===== config.mk =====
export PLATFORM = sky130hd
export DESIGN_NAME = integer_to_ascii_in_base_top_flat
export DESIGN_NICKNAME = d
export VERILOG_FILES = /design/src/itoab_pkg.sv /design/src/itoab_if.sv /design/src/itoab_serial_div.sv /design/src/itoab_digit_ram.sv /design/src/integer_to_ascii_in_base_top.sv /design/src/flat_wrapper.sv
export VERILOG_INCLUDE_DIRS = /design/src /design/src/src
export SDC_FILE = /design/constraint.sdc
export NUM_CORES = 1
export LEC_CHECK = 0
export BUFFER_PORTS_ARGS = -buffer_cell sky130_fd_sc_hd__buf_2
export CAP_MARGIN = 20
export CELL_PAD_IN_SITES_DETAIL_PLACEMENT = 0
export CELL_PAD_IN_SITES_GLOBAL_PLACEMENT = 1
export CORE_MARGIN = 4
export CORE_UTILIZATION = 40
export CTS_CLUSTER_DIAMETER = 150
export CTS_CLUSTER_SIZE = 28
export DETAILED_ROUTE_END_ITERATION = 6
export PLACE_DENSITY = 0.64
export SETUP_SLACK_MARGIN = 0.1
export SLEW_MARGIN = 20
export SYNTH_ARGS = -nofsm -noshare
export SYNTH_HDL_FRONTEND = slang
export SYNTH_SLANG_ARGS = --single-unit
export TNS_END_PERCENT = 30

===== constraint.sdc =====
create_clock -name clk -period 4.15 [get_ports clk]
set_clock_uncertainty 0.05 [all_clocks]
set_input_delay 0.415 -clock clk [delete_from_list [all_inputs] [get_ports clk]]
set_output_delay 0.415 -clock clk [all_outputs]
set_load 0.02 [all_outputs]

===== src/integer_to_ascii_in_base_top_defines.svh =====
// Assertion macros shared by the integer-to-text block.
// Needs a clock named clk and an active-high reset named rst in the including scope.
`ifndef INTEGER_TO_ASCII_IN_BASE_TOP_DEFINES_SVH
`define INTEGER_TO_ASCII_IN_BASE_TOP_DEFINES_SVH

// Condition that must hold at every clock edge outside reset.
`define ITOAB_ASSERT_ALWAYS(lbl, expr, msg) \
  lbl: assert property (@(posedge clk) disable iff (rst) (expr)) else $error(msg);

// Consequence that must hold in the same cycle as the antecedent.
`define ITOAB_ASSERT_IMPL(lbl, ante, cons, msg) \
  lbl: assert property (@(posedge clk) disable iff (rst) (ante) |-> (cons)) else $error(msg);

// Consequence that must hold in the cycle after the antecedent.
`define ITOAB_ASSERT_NEXT(lbl, ante, cons, msg) \
  lbl: assert property (@(posedge clk) disable iff (rst) (ante) |=> (cons)) else $error(msg);

`endif


===== src/itoab_pkg.sv =====
// Shared types, constants and the digit character table of the integer-to-text block.
// No dependencies.
package itoab_pkg;

  localparam int unsigned NUMBER_W = 32;
  localparam int unsigned RADIX_W  = 5;
  localparam int unsigned DIGIT_W  = 4;
  localparam int unsigned CHAR_W   = 8;

  localparam logic [RADIX_W-1:0] RADIX_MIN   = 5'd2;
  localparam logic [RADIX_W-1:0] RADIX_MAX   = 5'd16;
  localparam logic [RADIX_W-1:0] RADIX_DEC   = 5'd10;
  localparam logic [RADIX_W-1:0] RADIX_RESET = 5'd10;

  localparam logic [CHAR_W-1:0] CHAR_MINUS = 8'h2D;

  localparam logic [CHAR_W-1:0] DIGIT_CHARS [16] = '{
    8'h30, 8'h31, 8'h32, 8'h33, 8'h34, 8'h35, 8'h36, 8'h37,
    8'h38, 8'h39, 8'h41, 8'h42, 8'h43, 8'h44, 8'h45, 8'h46
  };

  typedef enum logic [2:0] {
    ST_IDLE,
    ST_DIV,
    ST_STORE,
    ST_SIGN,
    ST_READ,
    ST_SHOW
  } itoab_state_t;

  typedef struct packed {
    logic load;
    logic restart;
    logic step;
  } div_ctl_t;

  typedef struct packed {
    logic [DIGIT_W-1:0] digit;
    logic               quot_nz;
  } div_stat_t;

  function automatic logic [CHAR_W-1:0] digit_char(input logic [DIGIT_W-1:0] d);
    return DIGIT_CHARS[d];
  endfunction

endpackage


===== src/itoab_if.sv =====
// Handshake channels of the integer-to-text block: the number input and the character output.
// Depends on itoab_pkg for the field widths.
interface itoab_num_if import itoab_pkg::*; ();
  logic                       valid;
  logic                       ready;
  logic signed [NUMBER_W-1:0] number;

  modport source (output valid, output number, input ready);
  modport sink (input valid, input number, output ready);
endinterface

interface itoab_char_if import itoab_pkg::*; ();
  logic              valid;
  logic              ready;
  logic [CHAR_W-1:0] char_code;
  logic              last_char;

  modport source (output valid, output char_code, output last_char, input ready);
  modport sink (input valid, input char_code, input last_char, output ready);
endinterface


===== src/itoab_serial_div.sv =====
// Bit-serial restoring divider by a small radix: one dividend bit per cycle.
// Depends on itoab_pkg for the control and status structs.
module itoab_serial_div import itoab_pkg::*; #(
  parameter int unsigned VALUE_BITS = 32
) (
  input  logic                  clk,
  input  div_ctl_t              ctl,
  input  logic [RADIX_W-1:0]    base,
  input  logic [VALUE_BITS-1:0] load_value,
  output div_stat_t             stat
);

  logic [VALUE_BITS-1:0] mag;
  logic [DIGIT_W-1:0]    rem;
  logic                  qnz;
  logic [RADIX_W-1:0]    trial;
  logic [RADIX_W-1:0]    diff;
  logic                  ge;

  // The partial remainder stays below the radix, so it fits in one digit.
  always_comb begin
    trial = {rem, mag[VALUE_BITS-1]};
    ge    = (trial >= base);
    diff  = trial - base;
  end

  // The quotient bits shift in behind the dividend, so after a full pass the
  // register holds the quotient ready for the next digit.
  always_ff @(posedge clk) begin
    if (ctl.load) begin
      mag <= load_value;
      rem <= '0;
      qnz <= 1'b0;
    end else if (ctl.restart) begin
      rem <= '0;
      qnz <= 1'b0;
    end else if (ctl.step) begin
      mag <= {mag[VALUE_BITS-2:0], ge};
      rem <= ge ? diff[DIGIT_W-1:0] : trial[DIGIT_W-1:0];
      qnz <= qnz | ge;
    end
  end

  assign stat.digit   = rem;
  assign stat.quot_nz = qnz;

endmodule


===== src/itoab_digit_ram.sv =====
// Digit store: one write port and one read port with registered read data.
// Depends on itoab_pkg for the digit width.
module itoab_digit_ram import itoab_pkg::*; #(
  parameter int unsigned DEPTH = 32
) (
  input  logic                     clk,
  input  logic                     we,
  input  logic [$clog2(DEPTH)-1:0] waddr,
  input  logic [DIGIT_W-1:0]       wdata,
  input  logic                     re,
  input  logic [$clog2(DEPTH)-1:0] raddr,
  output logic [DIGIT_W-1:0]       rdata
);

  logic [DIGIT_W-1:0] mem [DEPTH];

  always_ff @(posedge clk) begin
    if (we) begin
      mem[waddr] <= wdata;
    end
  end

  always_ff @(posedge clk) begin
    if (re) begin
      rdata <= mem[raddr];
    end
  end

endmodule


===== src/integer_to_ascii_in_base_top.sv =====
// Top level of the integer-to-text block: sequencer, radix register and output register.
// Depends on itoab_pkg, itoab_if, itoab_serial_div, itoab_digit_ram and the defines header.
//
// Converts one two's complement integer per input beat on number_ch into its text in the
// base held by the radix register, one ASCII character per beat on char_ch, most
// significant digit first, with last_char set on the final character. In base ten a
// negative number is preceded by '-'; in other bases the bit pattern prints as unsigned.
// The radix register is written through cfg_we and cfg_wdata; values below two act as two
// and values above sixteen act as sixteen. Reset sets the radix to ten and empties the block.
// Each digit comes out of a bit-serial divider that makes one pass over the magnitude
// and then stores the digit. Each digit character then leaves through the digit store's
// registered read port, in a read state followed by a show state; a minus sign is
// loaded straight into the output register. number_ch.ready is high only between items.
// A stall on char_ch holds the current character in the output register and pauses the
// sequencer before it loads the next character; nothing is lost.
`include "integer_to_ascii_in_base_top_defines.svh"

module integer_to_ascii_in_base_top import itoab_pkg::*; #(
  parameter int unsigned VALUE_BITS = 32
) (
  input  logic               clk,
  input  logic               rst,
  input  logic               cfg_we,
  input  logic [RADIX_W-1:0] cfg_wdata,
  itoab_num_if.sink          number_ch,
  itoab_char_if.source       char_ch
);

  localparam int unsigned CNT_W  = $clog2(VALUE_BITS + 1);
  localparam int unsigned ADDR_W = $clog2(VALUE_BITS);
  localparam int unsigned BIT_W  = $clog2(VALUE_BITS);

  itoab_state_t state, state_next;

  logic [RADIX_W-1:0]    radix;
  logic [RADIX_W-1:0]    radix_eff;
  logic [RADIX_W-1:0]    base;
  logic                  sign_pending;
  logic [CNT_W-1:0]      digit_cnt;
  logic [BIT_W-1:0]      bit_cnt;
  logic                  char_v;
  logic [CHAR_W-1:0]     char_code;
  logic                  char_last;

  logic [VALUE_BITS-1:0] value_in;
  logic [VALUE_BITS-1:0] value_neg;
  logic                  is_neg;
  logic                  in_acc;
  logic                  out_free;
  logic                  load_sign;
  logic                  load_digit;
  logic                  pass_end;
  logic                  more_digits;

  div_ctl_t              div_ctl;
  div_stat_t             div_stat;
  logic                  ram_we;
  logic                  ram_re;
  logic [ADDR_W-1:0]     ram_waddr;
  logic [ADDR_W-1:0]     ram_raddr;
  logic [CNT_W-1:0]      cnt_dec;
  logic [DIGIT_W-1:0]    ram_rdata;

  // The input field is narrowed or sign-extended to the working width.
  generate
    if (VALUE_BITS <= NUMBER_W) begin : g_narrow
      assign value_in = number_ch.number[VALUE_BITS-1:0];
    end else begin : g_wide
      assign value_in = {{(VALUE_BITS - NUMBER_W){number_ch.number[NUMBER_W-1]}},
                         number_ch.number};
    end
  endgenerate

  always_comb begin
    if (radix < RADIX_MIN) begin
      radix_eff = RADIX_MIN;
    end else if (radix > RADIX_MAX) begin
      radix_eff = RADIX_MAX;
    end else begin
      radix_eff = radix;
    end
  end

  // Only base ten treats the top bit as a sign; the most negative value negates to itself,
  // which read as unsigned is exactly its magnitude.
  assign is_neg    = (radix_eff == RADIX_DEC) && value_in[VALUE_BITS-1];
  assign value_neg = ~value_in + {{(VALUE_BITS - 1){1'b0}}, 1'b1};

  assign number_ch.ready = (state == ST_IDLE);
  assign in_acc          = number_ch.valid && number_ch.ready;
  assign out_free        = !char_v || char_ch.ready;
  assign pass_end        = (bit_cnt == BIT_W'(VALUE_BITS - 1));
  assign more_digits     = div_stat.quot_nz && (digit_cnt < CNT_W'(VALUE_BITS - 1));
  assign cnt_dec         = digit_cnt - {{(CNT_W - 1){1'b0}}, 1'b1};

  // Next state.
  always_comb begin
    state_next = state;
    case (state)
      ST_IDLE: begin
        if (in_acc) begin
          state_next = ST_DIV;
        end
      end
      ST_DIV: begin
        if (pass_end) begin
          state_next = ST_STORE;
        end
      end
      ST_STORE: begin
        if (more_digits) begin
          state_next = ST_DIV;
        end else if (sign_pending) begin
          state_next = ST_SIGN;
        end else begin
          state_next = ST_READ;
        end
      end
      ST_SIGN: begin
        if (out_free) begin
          state_next = ST_READ;
        end
      end
      ST_READ: begin
        state_next = ST_SHOW;
      end
      ST_SHOW: begin
        if (out_free) begin
          state_next = (digit_cnt == '0) ? ST_IDLE : ST_READ;
        end
      end
      default: begin
        state_next = ST_IDLE;
      end
    endcase
  end

  // Outputs of the sequencer.
  always_comb begin
    div_ctl.load    = in_acc;
    div_ctl.restart = (state == ST_STORE);
    div_ctl.step    = (state == ST_DIV);
    ram_we          = (state == ST_STORE);
    ram_waddr       = digit_cnt[ADDR_W-1:0];
    ram_re          = (state == ST_READ);
    ram_raddr       = cnt_dec[ADDR_W-1:0];
    load_sign       = (state == ST_SIGN) && out_free;
    load_digit      = (state == ST_SHOW) && out_free;
  end

  always_ff @(posedge clk) begin
    if (rst) begin
      state <= ST_IDLE;
    end else begin
      state <= state_next;
    end
  end

  always_ff @(posedge clk) begin
    if (rst) begin
      radix <= RADIX_RESET;
    end else if (cfg_we) begin
      radix <= cfg_wdata;
    end
  end

  // Per-item base, sign flag and counters. The digit count doubles as the read pointer while emitting.
  always_ff @(posedge clk) begin
    if (rst) begin
      base         <= RADIX_DEC;
      sign_pending <= 1'b0;
      digit_cnt    <= '0;
      bit_cnt      <= '0;
    end else begin
      if (in_acc) begin
        base         <= radix_eff;
        sign_pending <= is_neg;
        digit_cnt    <= '0;
        bit_cnt      <= '0;
      end
      if (state == ST_DIV) begin
        bit_cnt <= pass_end ? '0 : bit_cnt + {{(BIT_W - 1){1'b0}}, 1'b1};
      end
      if (state == ST_STORE) begin
        digit_cnt <= digit_cnt + {{(CNT_W - 1){1'b0}}, 1'b1};
      end
      if (load_sign) begin
        sign_pending <= 1'b0;
      end
      if (state == ST_READ) begin
        digit_cnt <= cnt_dec;
      end
    end
  end

  // Output register: it holds its beat through a stall and reloads only once it is free.
  always_ff @(posedge clk) begin
    if (rst) begin
      char_v <= 1'b0;
    end else if (load_sign || load_digit) begin
      char_v <= 1'b1;
    end else if (char_ch.ready) begin
      char_v <= 1'b0;
    end
  end

  always_ff @(posedge clk) begin
    if (load_sign) begin
      char_code <= CHAR_MINUS;
      char_last <= 1'b0;
    end else if (load_digit) begin
      char_code <= digit_char(ram_rdata);
      char_last <= (digit_cnt == '0);
    end
  end

  assign char_ch.valid     = char_v;
  assign char_ch.char_code = char_code;
  assign char_ch.last_char = char_last;

  itoab_serial_div #(
    .VALUE_BITS (VALUE_BITS)
  ) u_div (
    .clk        (clk),
    .ctl        (div_ctl),
    .base       (base),
    .load_value (is_neg ? value_neg : value_in),
    .stat       (div_stat)
  );

  itoab_digit_ram #(
    .DEPTH (VALUE_BITS)
  ) u_digits (
    .clk   (clk),
    .we    (ram_we),
    .waddr (ram_waddr),
    .wdata (div_stat.digit),
    .re    (ram_re),
    .raddr (ram_raddr),
    .rdata (ram_rdata)
  );

  // The digit count never runs past the size of the digit store.
  `ITOAB_ASSERT_ALWAYS(a_cnt_bound, digit_cnt <= CNT_W'(VALUE_BITS), "digit count overflow")

  // A minus sign is only emitted for base ten.
  `ITOAB_ASSERT_IMPL(a_sign_dec, state == ST_SIGN, base == RADIX_DEC && sign_pending, "sign outside base ten")

  // A minus sign is never the final character.
  `ITOAB_ASSERT_IMPL(a_sign_not_last, char_v && char_code == CHAR_MINUS, !char_last, "minus marked last")

  // Loading the final digit ends the item with a last beat on the output.
  `ITOAB_ASSERT_NEXT(a_last_ends, load_digit && digit_cnt == '0, state == ST_IDLE && char_v && char_last, "final digit did not end item")

endmodule


===== src/flat_wrapper.sv =====
// flat-port wrapper written by rule: the top's interface ports become plain ports
module integer_to_ascii_in_base_top_flat import itoab_pkg::*;
#(
  parameter int unsigned VALUE_BITS = 32
)
  (clk, rst, cfg_we, cfg_wdata, number_ch_valid, number_ch_number, number_ch_ready, char_ch_valid, char_ch_char_code, char_ch_last_char, char_ch_ready);
  itoab_num_if number_ch_i ();
  itoab_char_if char_ch_i ();
  input  logic clk;
  input  logic rst;
  input  logic cfg_we;
  input  logic [RADIX_W-1:0] cfg_wdata;
  input wire logic [$bits(number_ch_i.valid)-1:0] number_ch_valid;
  input wire logic [$bits(number_ch_i.number)-1:0] number_ch_number;
  output wire logic [$bits(number_ch_i.ready)-1:0] number_ch_ready;
  output wire logic [$bits(char_ch_i.valid)-1:0] char_ch_valid;
  output wire logic [$bits(char_ch_i.char_code)-1:0] char_ch_char_code;
  output wire logic [$bits(char_ch_i.last_char)-1:0] char_ch_last_char;
  input wire logic [$bits(char_ch_i.ready)-1:0] char_ch_ready;
  assign number_ch_i.valid = number_ch_valid;
  assign number_ch_i.number = number_ch_number;
  assign number_ch_ready = number_ch_i.ready;
  assign char_ch_valid = char_ch_i.valid;
  assign char_ch_char_code = char_ch_i.char_code;
  assign char_ch_last_char = char_ch_i.last_char;
  assign char_ch_i.ready = char_ch_ready;
  integer_to_ascii_in_base_top #(.VALUE_BITS(VALUE_BITS)) u_core (.clk(clk), .rst(rst), .cfg_we(cfg_we), .cfg_wdata(cfg_wdata), .number_ch(number_ch_i), .char_ch(char_ch_i));
endmodule

# [Yosys cells after proc, flatten, opt, wreduce, memory -nomap -nowiden]
# Memory sizes are Yosys's and may differ from the RTL's. A register that Yosys moved wholly into a read port is not among the register bits.
# Cells that the tools add are included.
# Widths: inputs -> output; s select.
[word_totals] output_inout_bits=11 inputBits=42 elab_cells=79 ff_bits=64 mem_bits_rw=128 rom_bits=128 memories=2
[classes] order_cmp=4 eq_ne=12 muxes=25 addsub=5 bitwise=3 reduce_logical=17
[memory_table] name="(no name shown)" depth=16 width=8 read_ports=1 rd_clocked_by_memory_dff=1 write_ports=0 line_no="itoab_pkg.sv:43" text="return DIGIT_CHARS[d];"
[memory_table] name="u_core.u_digits.mem" depth=32 width=4 read_ports=1 rd_clocked_by_memory_dff=1 write_ports=1 line_no="itoab_digit_ram.sv:15" text="logic [DIGIT_W-1:0] mem [DEPTH];"
[ops] operator="$mux 32" count=4
[ops] operator="$add 32x1->32 const B" count=1
[ops] operator="$not 32->32" count=1
[ops] operator="$mux 5" count=5
[ops] operator="$mux 3" count=7
[ops] operator="$mux 6" count=3
[ops] operator="$pmux 3 s6" count=1
[ops] operator="$ne 2x1->1 const B" count=4
[ops] operator="$add 6x1->6 const B" count=1
[ops] operator="$eq 3x2->1 const B" count=2
[ops] operator="$eq 3x3->1 const B" count=2
[ops] operator="$logic_not 6->1" count=1
[ops] operator="$lt 6x5->1 const B" count=1
[ops] operator="$sub 6x1->6 const B" count=1
[ops] operator="$add 5x1->5 const B" count=1
[ops] operator="$eq 5x4->1 const B" count=1
[ops] operator="$eq 5x5->1 const B" count=1
[ops] operator="$ge 5x5->1" count=1
[ops] operator="$gt 5x5->1 const B" count=1
[ops] operator="$logic_and 1x1->1" count=5
[ops] operator="$lt 5x2->1 const B" count=1
[ops] operator="$not 4->5" count=1
[ops] operator="$mux 1" count=4
[ops] operator="$mux 4" count=1
[ops] operator="12 further kinds" count=15

# [Longest topological paths before layout]
[depth] word_depth=7 depth_mapped=10 ltp_nobuf=8

# [Modules after synthesis]
# From an unflattened synthesis, not the netlist that was laid out.
[hier_totals] hier_cells=673 area_unflattened_um2=9484.1
[by_module_without_submodules] mod="itoab_digit_ram" area_per_inst_um2=5178.7 cells_each=231 instances=1 seq_area_each_um2=3963.8
[by_module_without_submodules] mod="integer_to_ascii_in_base_top" area_per_inst_um2=2558.7 cells_each=327 instances=1 seq_area_each_um2=680.7
[by_module_without_submodules] mod="itoab_serial_div" area_per_inst_um2=1746.7 cells_each=115 instances=1 seq_area_each_um2=1061.0

# [Worst setup path before layout]
# Ideal clock, no wire load.
[synth_timing] kind="register to register" startpoint="register u_core.digit_cnt[0]" endpoint="register u_core.u_digits.rdata[0], read port of u_core.u_digits.mem (data pin)" stages_incl_launch_ff=11 slack_ns=1.191 arrival_ns=2.650 n_path_buf=4 t_required_ns=3.841 period_less_slack_ns=2.959 path_cell_list="dfxtp_1 -> clkbuf_1 -> buf_1 -> inv_1 -> ha_1 -> clkbuf_1 -> clkbuf_1 -> mux4_2 -> mux2i_1 -> o22ai_1 -> a211o_1"
[synth_via] elab_chain_len=1
[synth_rtl] item="start: declaration" line_no="integer_to_ascii_in_base_top.sv:39" text="logic [CNT_W-1:0] digit_cnt;"
[synth_rtl] item="start signal: assignment" line_no="integer_to_ascii_in_base_top.sv:185" text="digit_cnt <= digit_cnt + {{(CNT_W - 1){1'b0}}, 1'b1};"
[synth_rtl] item="start signal: assignment" line_no="integer_to_ascii_in_base_top.sv:191" text="digit_cnt <= cnt_dec;"
[synth_rtl] item="$sub 6x1->6" line_no="integer_to_ascii_in_base_top.sv:94" text="assign cnt_dec = digit_cnt - {{(CNT_W - 1){1'b0}}, 1'b1};"
[synth_rtl] item="end: declaration" line_no="itoab_digit_ram.sv:12" text="output logic [DIGIT_W-1:0] rdata"
# Every way passes these cells.
# A chain may end at the register's enable or synchronous reset.

# [Final worst setup path]
[layout_timing] startpoint="register u_core.digit_cnt[1]" endpoint="register u_core.u_digits.rdata[3], read port of u_core.u_digits.mem (data pin)"
# The elaborated chain is that of the path after synthesis.

==> impl_metrics.toml <==
[global_route]
overflow = 0
antenna_found_initial = 0
grt_max_degree = 51
grt_pass1_vias = 5929
grt_pass1_wl_um = 32530
track_usage_pct = 15.32

[die]
die_w_um = 162.7
fp.dieH_um = 162.7
ios = 53
die_area_um2 = 26460
start_util_pct = 40.76
rows = 56
core-area_um2 = 23470

[setup_path]
critPathMaxFanout = 24
crit_type = "reg2reg"
cpPeakStageDelay_ns = 1.00
r2r_slack_ns = 1.06
endpoint_kind = "register"
crit_family = "adder cells"
slowest_stage = "ha_1"
required_ns = 4.33
path_cells = "inv_1 > ha_1 > mux4_2 > mux2i_1 > o22ai_1 > a211o_1"
cp.arrival_ns = 3.27
worst_setup_path_start_kind = "register"
path_buf_inv = 1

[yosys]
syn-num-nets = 833
synth_top_area_share_pct = 51.47
ys_async_sr_fraction_pct = 0
ys_seq_area_share_pct = 59.63
yosys_warnings = 0
synth_area_leader_cell = "edfxtp_1"
synth-seq-cells = 203
synth.area.top_cells = "edfxtp_1 51%, dfxtp_1 8.2%, mux4_2 7.5%"
synth_edf_count = 164
syn_area_um2 = 9568
ys_types = 64
syn_area_per_cell_um2 = 12.35
synth_ff_type = "edfxtp_1"
netlist_instances = 775

[sta]
tightestPinTransition_ns = 1.043
rsz0062_at_grt = "false"
slew_viol_final = 0
holdWs_ns = 0.1101
finalCriticalPeriod_ns = 3.093
setup_viol = 0
max_freq_mhz = 323.4
finalHoldViolations = 0
relSlewSlack_pct = 30.46
tns_ns = 0
fin_crit_sh_pct = 74.52

[routing]
drtIter0Drc = 578
wl_met3_um = 925
vias_per_cell = 5.383
dr.pass1.iters = 5
wl_per_cell_um = 18.00
ant_nets = 0
met1_length_um = 9561
top_layer = "met4"
vias = 6067
drc = 0
wirelength_um = 20290
dr_wl_met2_um = 9527

[clocking]
post_cts_buffers = 0
root_buffer = "clkbuf_16"
insertion_delay_ns = 0.47
htree_levels = 1
cts_resized = 0
path_clk_slew_ns = 0.11
cts_tree = "done"
cts_sinks = 203
hold_buffers = 0
clk_path_buf_depth = 3
numCtsBuffers = 11

[placement]
dp_hpwl_um = 13970
port_buffers = 51
gp_congestion = 0.8711
dp_cells = 1110

[power_and_ir_drop]
comb_power_share_pct = 17.7
power_frac_clock_pct = 25.8
power.share.sequential_pct = 56.4
power_density_nw_per_um2 = 427.0
p_int_mw = 3.255
power_switching_mw = 1.204
p_leak_nw = 3.594
vdd_drop_max_uv = 286.1
p_sw_share_pct = 27.00

[cells_and_area]
area_delta_synth_final_pct = 9.141
nFillCells = 2183
insertedDiodeCount = 0
layout_commonest_cell = "edfxtp_1"
final_cell_count_no_fill = 1127
final_nets = 862
multi_input_area_um2 = 3592
final_cell_mix = "164 x edfxtp_1, 81 x nor2_1, 80 x nand2_1"
drive_gt1_share_pct = 15.10
regArea_um2 = 5707

[flow_run]
maxCapViolations = 0

[hold_path]
hold_class = "in2reg"

[outcome]
status = "complete, no violations"
==> registers in the layout, indices dropped and copies added, names as in the netlist, 3 cells and up <==
register,count
u_core.base,5
u_core.bit_cnt,5
u_core.char_ch.char_code,7
u_core.digit_cnt,6
u_core.radix,5
u_core.state,3
u_core.u_digits.mem,128
u_core.u_digits.rdata,4
u_core.u_div.mag,32
u_core.u_div.rem,4
==> final cells by class <==
class,instances,share of cell area (%)
clock buffer,16,2.816
clock inverter,1,0.2876
inverter,22,0.7908
multi-input combinational,504,34.40
sequential,203,54.65
tap,319,3.822
timing repair buffer,62,3.235
==> Yosys cell counts (2+ instances only) <==
master / n
edfxtp_1: 164
nand2_1: 81
nor2_1: 81
a21oi_1: 40
dfxtp_1: 39
clkbuf_1: 32
mux4_2: 32
o21ai_1: 28
xnor2_1: 27
o21ai_0: 22
inv_1: 21
a31oi_1: 19
nor3_1: 17
ha_1: 15
mux2i_1: 15
nand3_1: 12
nor2b_1: 12
a211o_1: 11
buf_2: 11
nand2b_1: 10
xor2_1: 7
o22ai_1: 6
a221oi_1: 5
or3_1: 5
a211oi_1: 4
nor3b_1: 4
nand3b_1: 3
o21a_1: 3
or4_1: 3
a2bb2oi_1: 2
a41oi_1: 2
and3_1: 2
buf_1: 2
nor4_1: 2
nor4_4: 2
nor4b_1: 2
o21bai_1: 2
o31a_1: 2
o31ai_4: 2
or2_2: 2
==> final timing paths <==
check | start | to | cells past startpoint
max reg2reg | u_core.digit_cnt[1] | u_core.u_digits.rdata[3] | 6
min | cfg_wdata[3] | u_core.radix[3] | 2
max | u_core.digit_cnt[1] | u_core.u_digits.rdata[3] | 6
min reg2reg | u_core.base[2] | u_core.base[2] | 2
==> through the flow <==
step | utilization [%] | power [mW] | instance area (um^2) | setup WS, ns
after floorplan | - | 3.095 | 9568 | 1.191
after detailed placement | 43.11 | 3.370 | 10120 | 1.083
after global routing | 44.49 | 4.700 | 10440 | 0.8620
after CTS | 44.49 | 4.517 | 10440 | 1.048
final | 44.49 | 4.459 | 10440 | 1.057
after global placement | 43.11 | 3.348 | 10120 | 1.170
==> worst reg2reg max path: cells and delay by family, from the launching register on <==
| kind | cells | cell delay, ns |
|---|---|---|
| mux | 2 | 0.66 |
| buf+inv | 1 | 0.15 |
| fa+ha+maj | 1 | 1.00 |
| flops | 1 | 0.55 |
| compound gates | 2 | 0.44 |
==> power groups by stage <==
| stage | combinational (mW) | clock [mW] | sequential (mW) |
|---|---|---|---|
| after detailed placement | 0.805 | 0 | 2.56 |
| after CTS | 0.804 | 1.19 | 2.52 |
| after global routing | 0.891 | 1.27 | 2.54 |
| final | 0.791 | 1.15 | 2.52 |
| after floorplan | 0.461 | 0 | 2.63 |
| after global placement | 0.787 | 0 | 2.56 |
==> cells by family after synthesis <==
| family | synth area share [%] |
|---|---|
| other | 0.03919 |
| XOR/XNOR | 3.282 |
| AO/OA/AOI/OAI | 10.15 |
| adder cells (fa/ha/maj) | 2.171 |
| flip-flops | 59.63 |
| buffers and inverters | 2.851 |
| multiplexers | 9.219 |
| AND/OR/NAND/NOR | 12.66 |
==> layer usage <==
layer | global-route usage (%) | vias up
met3 | 1.949 | 16
met5 | 0 | -
met1 | 22.82 | 2960
met4 | 2.821 | 0
met2 | 24.54 | 164
li1 | - | 2927
Power figures use the tool's default switching activity.
